$ cat src/rtl/tpm_pkg.sv
`default_nettype none

package tpm_pkg;

    localparam int QUEUE_DEPTH_DEF = 8;

    localparam int TIME_W  = 63;
    localparam int TAG_W   = 16;
    localparam int DELTA_W = 40;
    localparam int MODE_W  = 2;

    localparam logic [DELTA_W-1:0] MAX_DELTA_RESET = 40'd10000000;

    localparam logic [MODE_W-1:0] MODE_COLOUR = 2'd0;
    localparam logic [MODE_W-1:0] MODE_DEPTH  = 2'd1;
    localparam logic [MODE_W-1:0] MODE_PAIR   = 2'd2;
    localparam logic [MODE_W-1:0] MODE_FLUSH  = 2'd3;

    typedef struct packed {
        logic [TIME_W-1:0] ts;
        logic [TAG_W-1:0]  tag;
    } entry_t;

    typedef enum logic [2:0] {
        Q_NOP,
        Q_PUSH,
        Q_FLUSH,
        Q_READ,
        Q_REMOVE
    } q_op_t;

    typedef struct packed {
        q_op_t  op;
        entry_t entry;
    } q_req_t;

    typedef enum logic [1:0] {
        QS_IDLE,
        QS_RD,
        QS_WR
    } q_state_t;

    typedef enum logic [2:0] {
        S_IDLE,
        S_LOOP,
        S_SCAN,
        S_EVAL,
        S_HEADS,
        S_RM_C,
        S_RM_D,
        S_DONE
    } tpm_state_t;

endpackage

`default_nettype wire

$ cat src/rtl/tpm_ram.sv
`default_nettype none

module tpm_ram #(
    parameter int WIDTH = 8,
    parameter int DEPTH = 8
) (
    input  wire logic                                clk,
    input  wire logic                                we,
    input  wire logic [((DEPTH > 1) ? $clog2(DEPTH) : 1)-1:0] waddr,
    input  wire logic [WIDTH-1:0]                    wdata,
    input  wire logic [((DEPTH > 1) ? $clog2(DEPTH) : 1)-1:0] raddr,
    output logic      [WIDTH-1:0]                    rdata
);

    logic [WIDTH-1:0] mem [DEPTH];
    logic [WIDTH-1:0] rdata_reg;

    always_ff @(posedge clk)
    begin
        if (we)
        begin
            mem[waddr] <= wdata;
        end
        rdata_reg <= mem[raddr];
    end

    assign rdata = rdata_reg;

endmodule

`default_nettype wire

$ cat src/rtl/tpm_queue.sv
`default_nettype none

module tpm_queue #(
    parameter int QUEUE_DEPTH = tpm_pkg::QUEUE_DEPTH_DEF
) (
    input  wire logic                   clk,
    input  wire logic                   rst_n,
    input  wire tpm_pkg::q_req_t        req,
    input  wire logic [((QUEUE_DEPTH > 1) ? $clog2(QUEUE_DEPTH) : 1)-1:0] idx,
    output logic [$clog2(QUEUE_DEPTH + 1)-1:0] count,
    output tpm_pkg::entry_t             rdata,
    output logic                        busy
);

    localparam int IDX_W = (QUEUE_DEPTH > 1) ? $clog2(QUEUE_DEPTH) : 1;
    localparam int CNT_W = $clog2(QUEUE_DEPTH + 1);
    localparam logic [IDX_W:0]   DEPTH_X = (IDX_W + 1)'(QUEUE_DEPTH);
    localparam logic [CNT_W-1:0] DEPTH_C = CNT_W'(QUEUE_DEPTH);

    tpm_pkg::q_state_t state_reg, state_next;
    logic [IDX_W-1:0]  head_reg, head_next;
    logic [CNT_W-1:0]  count_reg, count_next;
    logic [IDX_W-1:0]  i_reg, i_next;

    logic              we;
    logic [IDX_W-1:0]  waddr;
    logic [IDX_W-1:0]  raddr;
    logic [IDX_W-1:0]  rd_off;
    logic [IDX_W-1:0]  i_inc;
    tpm_pkg::entry_t   wdata;
    logic              full;

    // logical position to memory address in the ring
    function automatic logic [IDX_W-1:0] wrap_add(input logic [IDX_W-1:0] base,
                                                  input logic [IDX_W-1:0] off);
        logic [IDX_W:0] s;
        s = {1'b0, base} + {1'b0, off};
        if (s >= DEPTH_X)
        begin
            s = s - DEPTH_X;
        end
        return s[IDX_W-1:0];
    endfunction

    assign full   = (count_reg == DEPTH_C);
    assign i_inc  = i_reg + IDX_W'(1);
    assign rd_off = (state_reg == tpm_pkg::QS_RD) ? i_inc : idx;
    assign raddr  = wrap_add(head_reg, rd_off);

    always_comb
    begin
        state_next = state_reg;
        head_next  = head_reg;
        count_next = count_reg;
        i_next     = i_reg;
        we         = 1'b0;
        waddr      = wrap_add(head_reg, i_reg);
        wdata      = req.entry;
        unique case (state_reg)
            tpm_pkg::QS_IDLE:
            begin
                unique case (req.op)
                    tpm_pkg::Q_PUSH:
                    begin
                        we    = 1'b1;
                        waddr = wrap_add(head_reg, full ? IDX_W'(0) : count_reg[IDX_W-1:0]);
                        if (full)
                        begin
                            head_next = wrap_add(head_reg, IDX_W'(1));
                        end
                        else
                        begin
                            count_next = count_reg + CNT_W'(1);
                        end
                    end
                    tpm_pkg::Q_FLUSH:
                    begin
                        count_next = '0;
                    end
                    tpm_pkg::Q_REMOVE:
                    begin
                        if (CNT_W'(idx) < count_reg)
                        begin
                            if (idx == '0)
                            begin
                                head_next  = wrap_add(head_reg, IDX_W'(1));
                                count_next = count_reg - CNT_W'(1);
                            end
                            else if (CNT_W'(idx) + CNT_W'(1) >= count_reg)
                            begin
                                count_next = count_reg - CNT_W'(1);
                            end
                            else
                            begin
                                i_next     = idx;
                                state_next = tpm_pkg::QS_RD;
                            end
                        end
                    end
                    tpm_pkg::Q_READ, tpm_pkg::Q_NOP:
                    begin
                    end
                    default:
                    begin
                    end
                endcase
            end
            tpm_pkg::QS_RD:
            begin
                state_next = tpm_pkg::QS_WR;
            end
            tpm_pkg::QS_WR:
            begin
                // move the later entry down by one slot
                we     = 1'b1;
                waddr  = wrap_add(head_reg, i_reg);
                wdata  = rdata;
                i_next = i_inc;
                if (CNT_W'(i_reg) + CNT_W'(2) < count_reg)
                begin
                    state_next = tpm_pkg::QS_RD;
                end
                else
                begin
                    count_next = count_reg - CNT_W'(1);
                    state_next = tpm_pkg::QS_IDLE;
                end
            end
            default:
            begin
                state_next = tpm_pkg::QS_IDLE;
            end
        endcase
    end

    always_ff @(posedge clk or negedge rst_n)
    begin
        if (!rst_n)
        begin
            state_reg <= tpm_pkg::QS_IDLE;
            head_reg  <= '0;
            count_reg <= '0;
        end
        else
        begin
            state_reg <= state_next;
            head_reg  <= head_next;
            count_reg <= count_next;
        end
    end

    always_ff @(posedge clk)
    begin
        i_reg <= i_next;
    end

    tpm_ram #(
        .WIDTH ($bits(tpm_pkg::entry_t)),
        .DEPTH (QUEUE_DEPTH)
    ) u_ram (
        .clk   (clk),
        .we    (we),
        .waddr (waddr),
        .wdata (wdata),
        .raddr (raddr),
        .rdata (rdata)
    );

    assign count = count_reg;
    assign busy  = (state_reg != tpm_pkg::QS_IDLE);

    a_count_bound: assert property (@(posedge clk) disable iff (!rst_n)
        count_reg <= DEPTH_C)
        else $error("queue count above depth");

    a_shift_in_range: assert property (@(posedge clk) disable iff (!rst_n)
        (state_reg != tpm_pkg::QS_IDLE) |-> (CNT_W'(i_reg) + CNT_W'(1) < count_reg))
        else $error("shift index past last entry");

    a_shift_keeps_count: assert property (@(posedge clk) disable iff (!rst_n)
        (state_reg == tpm_pkg::QS_RD) |=> $stable(count_reg))
        else $error("count changed in the middle of a shift");

endmodule

`default_nettype wire

$ cat src/rtl/timestamp_pair_matcher_unit.sv
// colour arrival, depth arrival and flush: busy stays low, no result
// pair request: it ends when a queue is found empty, else each round scans all Cc*Cd pairs (Cc/Cd the
// fill levels), one pair per cycle, then a stale drop starts the next round; a match removes both
// entries, shifting later entries down by one slot, and ends it, as does a stop with no stale head
// done strobes once per pair request, in the same cycle that busy drops; the receiver cannot stall it
// reset: both queues empty (memories not cleared), max_delta_ns = 10000000
`default_nettype none

module timestamp_pair_matcher_unit #(
    parameter int QUEUE_DEPTH = tpm_pkg::QUEUE_DEPTH_DEF
) (
    input  wire logic                         clk,
    input  wire logic                         rst_n,
    input  wire logic                         start,
    output logic                              busy,
    input  wire logic [tpm_pkg::MODE_W-1:0]   mode,
    input  wire logic [tpm_pkg::TAG_W-1:0]    frame_tag,
    input  wire logic [tpm_pkg::TIME_W-1:0]   arrival_time_ns,
    input  wire logic                         cfg_we,
    input  wire logic [tpm_pkg::DELTA_W-1:0]  cfg_wdata,
    output logic                              done,
    output logic                              paired,
    output logic [tpm_pkg::TAG_W-1:0]         colour_tag,
    output logic [tpm_pkg::TAG_W-1:0]         depth_tag,
    output logic [tpm_pkg::DELTA_W-1:0]       pair_delta_ns
);

    localparam int IDX_W = (QUEUE_DEPTH > 1) ? $clog2(QUEUE_DEPTH) : 1;
    localparam int CNT_W = $clog2(QUEUE_DEPTH + 1);
    localparam int TW    = tpm_pkg::TIME_W;

    tpm_pkg::tpm_state_t state_reg, state_next;
    logic [tpm_pkg::DELTA_W-1:0] max_delta_reg, max_delta_next;

    logic             iss_act_reg, iss_act_next;
    logic [IDX_W-1:0] iss_ci_reg, iss_ci_next;
    logic [IDX_W-1:0] iss_di_reg, iss_di_next;
    logic             p1_valid_reg, p1_valid_next;
    logic [IDX_W-1:0] p1_ci_reg, p1_ci_next;
    logic [IDX_W-1:0] p1_di_reg, p1_di_next;
    logic             p2_valid_reg, p2_valid_next;
    logic [IDX_W-1:0] p2_ci_reg, p2_ci_next;
    logic [IDX_W-1:0] p2_di_reg, p2_di_next;
    logic [TW-1:0]    diff_reg, diff_next;
    logic [tpm_pkg::TAG_W-1:0] p2_ctag_reg, p2_ctag_next;
    logic [tpm_pkg::TAG_W-1:0] p2_dtag_reg, p2_dtag_next;

    logic             found_reg, found_next;
    logic [TW-1:0]    best_reg, best_next;
    logic [IDX_W-1:0] bc_reg, bc_next;
    logic [IDX_W-1:0] bd_reg, bd_next;
    logic [tpm_pkg::TAG_W-1:0] best_ctag_reg, best_ctag_next;
    logic [tpm_pkg::TAG_W-1:0] best_dtag_reg, best_dtag_next;

    logic                        done_reg, done_next;
    logic                        res_paired_reg, res_paired_next;
    logic [tpm_pkg::TAG_W-1:0]   res_ctag_reg, res_ctag_next;
    logic [tpm_pkg::TAG_W-1:0]   res_dtag_reg, res_dtag_next;
    logic [tpm_pkg::DELTA_W-1:0] res_delta_reg, res_delta_next;

    tpm_pkg::q_req_t  c_req, d_req;
    logic [IDX_W-1:0] c_idx, d_idx;
    logic [CNT_W-1:0] c_count, d_count;
    tpm_pkg::entry_t  c_rdata, d_rdata;
    logic             c_busy, d_busy;
    tpm_pkg::entry_t  in_entry;

    logic [CNT_W-1:0] c_cm1, d_cm1;
    logic [IDX_W-1:0] c_last, d_last;
    logic [TW:0]      sub_ab, sub_ba;
    logic [TW-1:0]    abs_diff;
    logic [TW:0]      sum_c, sum_d;
    logic             c_stale, d_stale;

    assign in_entry = '{ts: arrival_time_ns, tag: frame_tag};
    assign c_cm1    = c_count - CNT_W'(1);
    assign d_cm1    = d_count - CNT_W'(1);
    assign c_last   = c_cm1[IDX_W-1:0];
    assign d_last   = d_cm1[IDX_W-1:0];

    assign sub_ab   = {1'b0, c_rdata.ts} - {1'b0, d_rdata.ts};
    assign sub_ba   = {1'b0, d_rdata.ts} - {1'b0, c_rdata.ts};
    assign abs_diff = sub_ab[TW] ? sub_ba[TW-1:0] : sub_ab[TW-1:0];

    // head stale tests, the sum cannot overflow 64 bits
    assign sum_c   = {1'b0, c_rdata.ts} + (TW + 1)'(max_delta_reg);
    assign sum_d   = {1'b0, d_rdata.ts} + (TW + 1)'(max_delta_reg);
    assign c_stale = sum_c < {1'b0, d_rdata.ts};
    assign d_stale = sum_d < {1'b0, c_rdata.ts};

    assign busy = (state_reg != tpm_pkg::S_IDLE);

    always_comb
    begin
        state_next      = state_reg;
        max_delta_next  = cfg_we ? cfg_wdata : max_delta_reg;
        iss_act_next    = iss_act_reg;
        iss_ci_next     = iss_ci_reg;
        iss_di_next     = iss_di_reg;
        p1_valid_next   = 1'b0;
        p1_ci_next      = iss_ci_reg;
        p1_di_next      = iss_di_reg;
        p2_valid_next   = p1_valid_reg;
        p2_ci_next      = p1_ci_reg;
        p2_di_next      = p1_di_reg;
        diff_next       = abs_diff;
        p2_ctag_next    = c_rdata.tag;
        p2_dtag_next    = d_rdata.tag;
        found_next      = found_reg;
        best_next       = best_reg;
        bc_next         = bc_reg;
        bd_next         = bd_reg;
        best_ctag_next  = best_ctag_reg;
        best_dtag_next  = best_dtag_reg;
        done_next       = (state_reg == tpm_pkg::S_DONE);
        res_paired_next = res_paired_reg;
        res_ctag_next   = res_ctag_reg;
        res_dtag_next   = res_dtag_reg;
        res_delta_next  = res_delta_reg;
        c_req           = '{op: tpm_pkg::Q_NOP, entry: in_entry};
        d_req           = '{op: tpm_pkg::Q_NOP, entry: in_entry};
        c_idx           = '0;
        d_idx           = '0;

        unique case (state_reg)
            tpm_pkg::S_IDLE:
            begin
                if (start)
                begin
                    priority if (mode == tpm_pkg::MODE_COLOUR)
                    begin
                        c_req.op = tpm_pkg::Q_PUSH;
                    end
                    else if (mode == tpm_pkg::MODE_DEPTH)
                    begin
                        d_req.op = tpm_pkg::Q_PUSH;
                    end
                    else if (mode == tpm_pkg::MODE_FLUSH)
                    begin
                        c_req.op = tpm_pkg::Q_FLUSH;
                        d_req.op = tpm_pkg::Q_FLUSH;
                    end
                    else
                    begin
                        res_paired_next = 1'b0;
                        res_ctag_next   = '0;
                        res_dtag_next   = '0;
                        res_delta_next  = '0;
                        state_next      = tpm_pkg::S_LOOP;
                    end
                end
            end
            tpm_pkg::S_LOOP:
            begin
                if (c_count == '0 || d_count == '0)
                begin
                    state_next = tpm_pkg::S_DONE;
                end
                else
                begin
                    iss_act_next = 1'b1;
                    iss_ci_next  = '0;
                    iss_di_next  = '0;
                    found_next   = 1'b0;
                    state_next   = tpm_pkg::S_SCAN;
                end
            end
            tpm_pkg::S_SCAN:
            begin
                // read issue, memory read, difference, compare
                c_req.op      = tpm_pkg::Q_READ;
                d_req.op      = tpm_pkg::Q_READ;
                c_idx         = iss_ci_reg;
                d_idx         = iss_di_reg;
                p1_valid_next = iss_act_reg;
                if (iss_act_reg)
                begin
                    if (iss_di_reg == d_last)
                    begin
                        iss_di_next = '0;
                        if (iss_ci_reg == c_last)
                        begin
                            iss_act_next = 1'b0;
                        end
                        else
                        begin
                            iss_ci_next = iss_ci_reg + IDX_W'(1);
                        end
                    end
                    else
                    begin
                        iss_di_next = iss_di_reg + IDX_W'(1);
                    end
                end
                // strict compare keeps the first pair in scan order on a tie
                if (p2_valid_reg && (!found_reg || diff_reg < best_reg))
                begin
                    found_next     = 1'b1;
                    best_next      = diff_reg;
                    bc_next        = p2_ci_reg;
                    bd_next        = p2_di_reg;
                    best_ctag_next = p2_ctag_reg;
                    best_dtag_next = p2_dtag_reg;
                end
                if (!iss_act_reg && !p1_valid_reg && !p2_valid_reg)
                begin
                    state_next = tpm_pkg::S_EVAL;
                end
            end
            tpm_pkg::S_EVAL:
            begin
                if (found_reg && best_reg <= TW'(max_delta_reg))
                begin
                    res_paired_next = 1'b1;
                    res_ctag_next   = best_ctag_reg;
                    res_dtag_next   = best_dtag_reg;
                    res_delta_next  = best_reg[tpm_pkg::DELTA_W-1:0];
                    c_req.op        = tpm_pkg::Q_REMOVE;
                    c_idx           = bc_reg;
                    state_next      = tpm_pkg::S_RM_C;
                end
                else
                begin
                    c_req.op   = tpm_pkg::Q_READ;
                    d_req.op   = tpm_pkg::Q_READ;
                    state_next = tpm_pkg::S_HEADS;
                end
            end
            tpm_pkg::S_HEADS:
            begin
                priority if (c_stale)
                begin
                    c_req.op   = tpm_pkg::Q_REMOVE;
                    state_next = tpm_pkg::S_LOOP;
                end
                else if (d_stale)
                begin
                    d_req.op   = tpm_pkg::Q_REMOVE;
                    state_next = tpm_pkg::S_LOOP;
                end
                else
                begin
                    state_next = tpm_pkg::S_DONE;
                end
            end
            tpm_pkg::S_RM_C:
            begin
                if (!c_busy)
                begin
                    d_req.op   = tpm_pkg::Q_REMOVE;
                    d_idx      = bd_reg;
                    state_next = tpm_pkg::S_RM_D;
                end
            end
            tpm_pkg::S_RM_D:
            begin
                if (!d_busy)
                begin
                    state_next = tpm_pkg::S_DONE;
                end
            end
            tpm_pkg::S_DONE:
            begin
                state_next = tpm_pkg::S_IDLE;
            end
        endcase
    end

    always_ff @(posedge clk or negedge rst_n)
    begin
        if (!rst_n)
        begin
            state_reg     <= tpm_pkg::S_IDLE;
            max_delta_reg <= tpm_pkg::MAX_DELTA_RESET;
            iss_act_reg   <= 1'b0;
            p1_valid_reg  <= 1'b0;
            p2_valid_reg  <= 1'b0;
            found_reg     <= 1'b0;
            done_reg      <= 1'b0;
        end
        else
        begin
            state_reg     <= state_next;
            max_delta_reg <= max_delta_next;
            iss_act_reg   <= iss_act_next;
            p1_valid_reg  <= p1_valid_next;
            p2_valid_reg  <= p2_valid_next;
            found_reg     <= found_next;
            done_reg      <= done_next;
        end
    end

    always_ff @(posedge clk)
    begin
        iss_ci_reg     <= iss_ci_next;
        iss_di_reg     <= iss_di_next;
        p1_ci_reg      <= p1_ci_next;
        p1_di_reg      <= p1_di_next;
        p2_ci_reg      <= p2_ci_next;
        p2_di_reg      <= p2_di_next;
        diff_reg       <= diff_next;
        p2_ctag_reg    <= p2_ctag_next;
        p2_dtag_reg    <= p2_dtag_next;
        best_reg       <= best_next;
        bc_reg         <= bc_next;
        bd_reg         <= bd_next;
        best_ctag_reg  <= best_ctag_next;
        best_dtag_reg  <= best_dtag_next;
        res_paired_reg <= res_paired_next;
        res_ctag_reg   <= res_ctag_next;
        res_dtag_reg   <= res_dtag_next;
        res_delta_reg  <= res_delta_next;
    end

    tpm_queue #(
        .QUEUE_DEPTH (QUEUE_DEPTH)
    ) u_colour_q (
        .clk   (clk),
        .rst_n (rst_n),
        .req   (c_req),
        .idx   (c_idx),
        .count (c_count),
        .rdata (c_rdata),
        .busy  (c_busy)
    );

    tpm_queue #(
        .QUEUE_DEPTH (QUEUE_DEPTH)
    ) u_depth_q (
        .clk   (clk),
        .rst_n (rst_n),
        .req   (d_req),
        .idx   (d_idx),
        .count (d_count),
        .rdata (d_rdata),
        .busy  (d_busy)
    );

    assign done          = done_reg;
    assign paired        = res_paired_reg;
    assign colour_tag    = res_ctag_reg;
    assign depth_tag     = res_dtag_reg;
    assign pair_delta_ns = res_delta_reg;

    a_done_pulse: assert property (@(posedge clk) disable iff (!rst_n)
        done |=> !done)
        else $error("result strobe longer than one cycle");

    a_unpaired_zero: assert property (@(posedge clk) disable iff (!rst_n)
        (done && !paired) |-> (colour_tag == '0 && depth_tag == '0 && pair_delta_ns == '0))
        else $error("unpaired item carries nonzero fields");

    a_request_busy: assert property (@(posedge clk) disable iff (!rst_n)
        (start && !busy && mode == tpm_pkg::MODE_PAIR) |=> (busy && !done))
        else $error("pair request not taken up");

    a_scan_queues_idle: assert property (@(posedge clk) disable iff (!rst_n)
        (state_reg == tpm_pkg::S_SCAN) |-> (!c_busy && !d_busy))
        else $error("scan overlaps a queue shift");

endmodule

`default_nettype wire

$ cat config.mk
export PLATFORM = sky130hd
export DESIGN_NAME = timestamp_pair_matcher_unit
export DESIGN_NICKNAME = d
export VERILOG_FILES = /design/src/rtl/tpm_pkg.sv /design/src/rtl/tpm_ram.sv /design/src/rtl/tpm_queue.sv /design/src/rtl/timestamp_pair_matcher_unit.sv
export SDC_FILE = /design/constraint.sdc
export NUM_CORES = 2
export LEC_CHECK = 0
export BUFFER_PORTS_ARGS = -buffer_cell sky130_fd_sc_hd__buf_4
export CAP_MARGIN = 25
export CORE_UTILIZATION = 54
export CTS_BUF_LIST = sky130_fd_sc_hd__clkbuf_8
export CTS_CLUSTER_DIAMETER = 80
export CTS_CLUSTER_SIZE = 24
export DETAILED_ROUTE_END_ITERATION = 7
export GPL_TIMING_DRIVEN = 0
export PLACE_DENSITY = 0.7
export SLEW_MARGIN = 20
export SYNTH_ARGS = -nofsm -noshare
export SYNTH_HDL_FRONTEND = slang
export SYNTH_SLANG_ARGS = --single-unit
$ cat constraint.sdc
create_clock -name clk -period 19.1 [get_ports clk]
set_input_delay 1.91 -clock clk [delete_from_list [all_inputs] [get_ports clk]]
set_output_delay 1.91 -clock clk [all_outputs]
set_load 0.03 [all_outputs]
==> results by group <==
Place
  • Port Buffer Count: 198
  • Final HPWL DP: 187 mm
  • Routability cong.: 1.06
  • Area after DPL: 89100 sq um

Critical path
  • CP Class: register to register
  • CP startpoint: u_colour_q.u_ram.rdata[17]$_DFF_P_
  • CP startpoint kind: register
  • CP Buf/Inv Count: 1
  • CP top delay family: compound AO/OA/AOI/OAI gates
  • CP arrival: 10.60 ns
  • Max incr delay on CP: 0.97 ns
  • Worst r2r src: u_colour_q.u_ram.rdata[17]$_DFF_P_
  • CP Cell Sequence: inv_1 -> fa_1 -> nor2b_1 -> o21a_1 -> o21ai_1 -> a21oi_1 -> nor4_1 -> o31ai_1 -> a311oi_2 -> o31ai_2 -> nand2_1 -> nor2_1 -> xnor2_1 -> ha_1 -> nand2_1 -> nor3_1 -> o311ai_0 -> a31oi_1 -> o311ai_4 -> o21a_1 -> o31ai_1 -> and2_1 -> mux2_1
  • Critical path's slowest cell: o31ai_1
  • Worst EP required: 19.95 ns
  • Max FO, Critical Path: 8
  • CP Capture Type: register

CTS
  • Clk Latency, worst-skew pair: 0.96 ns
  • CTS buffer count: 97
  • Clock tree buffer depth: 3
  • H-tree depth: 3
  • Post-CTS Resized: 0
  • Number of hold-repair buffers added at the cts stage: 0
  • Clock transition at path regs: 0.14 ns
  • Post-CTS Setup Bufs: 0
  • CTS tree: built
  • Clock sinks: 1781
  • Root buf cell: clkbuf_8

Final layout
  • Top Registers: u_colour_q.u_ram.mem: 632 flops, u_depth_q.u_ram.mem: 632 flops
  • # fillers: 11600
  • Synth-to-Final Area Change: 11.0%
  • Design area: 91500 sq um
  • Layout cells sized above 1: 0.169
  • Total Nets Final: 6902

Timing
  • Max transition margin: 0.215
  • Achievable clock frequency: 103 MHz
  • Clock Skew: 0.0828 ns
  • Worst-margin pin slew: 1.16 ns
  • Setup TNS Final: 0 ns
  • Unrepaired setup endpoints after global routing: no
  • Crit share post-route: 0.510
  • Slew Limit Fails: 0
  • Setup violations, final: 0
  • Final Hold Fails: 0
  • Tmin final: 9.75 ns

Drt
  • # DRC: 2
  • Aggregate routed wire length: 243 mm
  • Post-route ant nets: 0
  • Drt wl/cell: 28.9 um
  • Iter 0 DRT Violations: 5947
  • Vias: 52600
  • Drt pass-1 iters: 8
  • Vias per inst: 6.25

Yosys
  • Synth unique cells: 90
  • Synth async-reset ratio: 0.0371
  • Top cells by count, synth: edfxtp_1 (1450), ha_1 (474), nand2_1 (458), o21ai_0 (368), a21oi_1 (363)
  • Most numerous cell in the Yosys netlist: edfxtp_1
  • Synth top area share: 0.528
  • Syn Area/Cell: 14.1 sq um
  • Sequential share of the synthesized area: 0.613
  • Synth Net Count: 6461
  • FF+latch count, synth: 1781
  • Top cells by area, synth: edfxtp_1 (53%), mux4_2 (8.6%), ha_1 (7.2%), dfxtp_1 (6.4%), o21ai_0 (2.2%)
  • Post-synth EDFFs: 1450
  • Number of synthesis warnings: 0
  • Synth area leader: edfxtp_1
  • Cells after Synth: 5852
  • Main flop type after synthesis: edfxtp_1
  • Mapped Area: 82400 sq um

Status
  • Violated checks: design-rule violations
  • Outcome: finished, violations left

Floorplanning
  • Rows: 143
  • Num ports: 200
  • Initial core utilization: 0.543
  • Die ar.: 154000 sq um
  • Die W: 393 um
  • Chip Height: 393 um
  • Core Area: 152000 sq um

GRT
  • Total grt overflow: 0
  • Initial antenna violation count: 8
  • Vias in the first global route: 50900
  • Global Route Usage Sum: 0.315
  • Global-route wire length before repair: 347 mm
  • Largest net degree at the start of global routing: 67

Job
  • Max-cap violations: 0

Worst hold path
  • Hold path startpoint: p1_di_reg[2]$_DFF_P_
  • Min-delay worst type: register to register
[final cells by class]
type / count / area, sq um / area share
multi-input cells: 3519 / 30000 / 0.328
plain buffers: 217 / 883 / 0.00965
diodes: 6 / 15.0 / 0.000164
flip-flops and latches: 1781 / 50500 / 0.552
clock inverters: 84 / 774 / 0.00846
well taps: 2030 / 2540 / 0.0278
clock buffers: 100 / 1380 / 0.0150
repair buffers: 342 / 4190 / 0.0458
inverters: 335 / 1260 / 0.0137
[final timing paths]
path,to,slack (ns),cells after the start
max in group asynchronous,max_delta_reg[32]$_DFFE_PN0P_,17.54,1
worst max-delay path,u_depth_q.count[1]$_DFFE_PN0P_,9.35,23
worst min-delay path,p2_di_reg[2]$_DFF_P_,0.34,0
worst min register to register,p2_di_reg[2]$_DFF_P_,0.34,0
worst max register to register,u_depth_q.count[1]$_DFFE_PN0P_,9.35,23
min in group asynchronous,max_delta_reg[22]$_DFFE_PN0P_,1.01,1
[cells by family (layout without fill, tap and decap cells)]
kind of cell / Yosys count / in the layout / share of synthesized area
AO/OA/AOI/OAI: 1211 / 1211 / 0.0901
multiplexers: 512 / 512 / 0.113
buffers and inverters: 552 / 1078 / 0.0257
other: 0 / 6 / 0
AND/OR/NAND/NOR: 1103 / 1103 / 0.0623
adder cells (fa/ha/maj): 484 / 484 / 0.0744
XOR/XNOR: 209 / 209 / 0.0222
flip-flops: 1781 / 1781 / 0.613
[stage by stage]
stage	std cells	hold slack (ns)	utilization	worst slack, ns
final	8414	0.342	0.603	9.35
after detailed placement	8194	0.313	0.587	9.83
after global placement	8080	0.311	0.570	6.52
after global routing	8412	0.352	0.603	9.12
after CTS	8378	0.344	0.601	9.75
after floorplan	5852	0.310	-	11.49
[cell usage in the layout, fill, tap and decap left out, drive strengths merged, types with 58 or more instances in the layout]
| cell | n |
|---|---|
| ha | 474 |
| nand2 | 458 |
| o21bai | 58 |
| nor2 | 194 |
| clkbuf | 278 |
| nor3 | 95 |
| mux2 | 164 |
| dfxtp | 265 |
| a21o | 169 |
| buf | 381 |
| nand4 | 85 |
| a21oi | 363 |
| mux4 | 316 |
| o21ai | 372 |
| dfrtp | 58 |
| edfxtp | 1450 |
| nand3 | 65 |
| inv | 396 |
| xnor2 | 158 |
[metal layers]
metal	global-route usage	routed length (um)	vias to the layer above
met3	0.0560	20800	425
li1	-	-	23100
met2	0.498	113000	2486
met1	0.427	97000	26600
met4	0.141	12500	4
met5	0	194	-
Power is left out: the tool's default activity adds up to more than one toggle a clock period on the data nets, which glitch-free logic cannot reach.
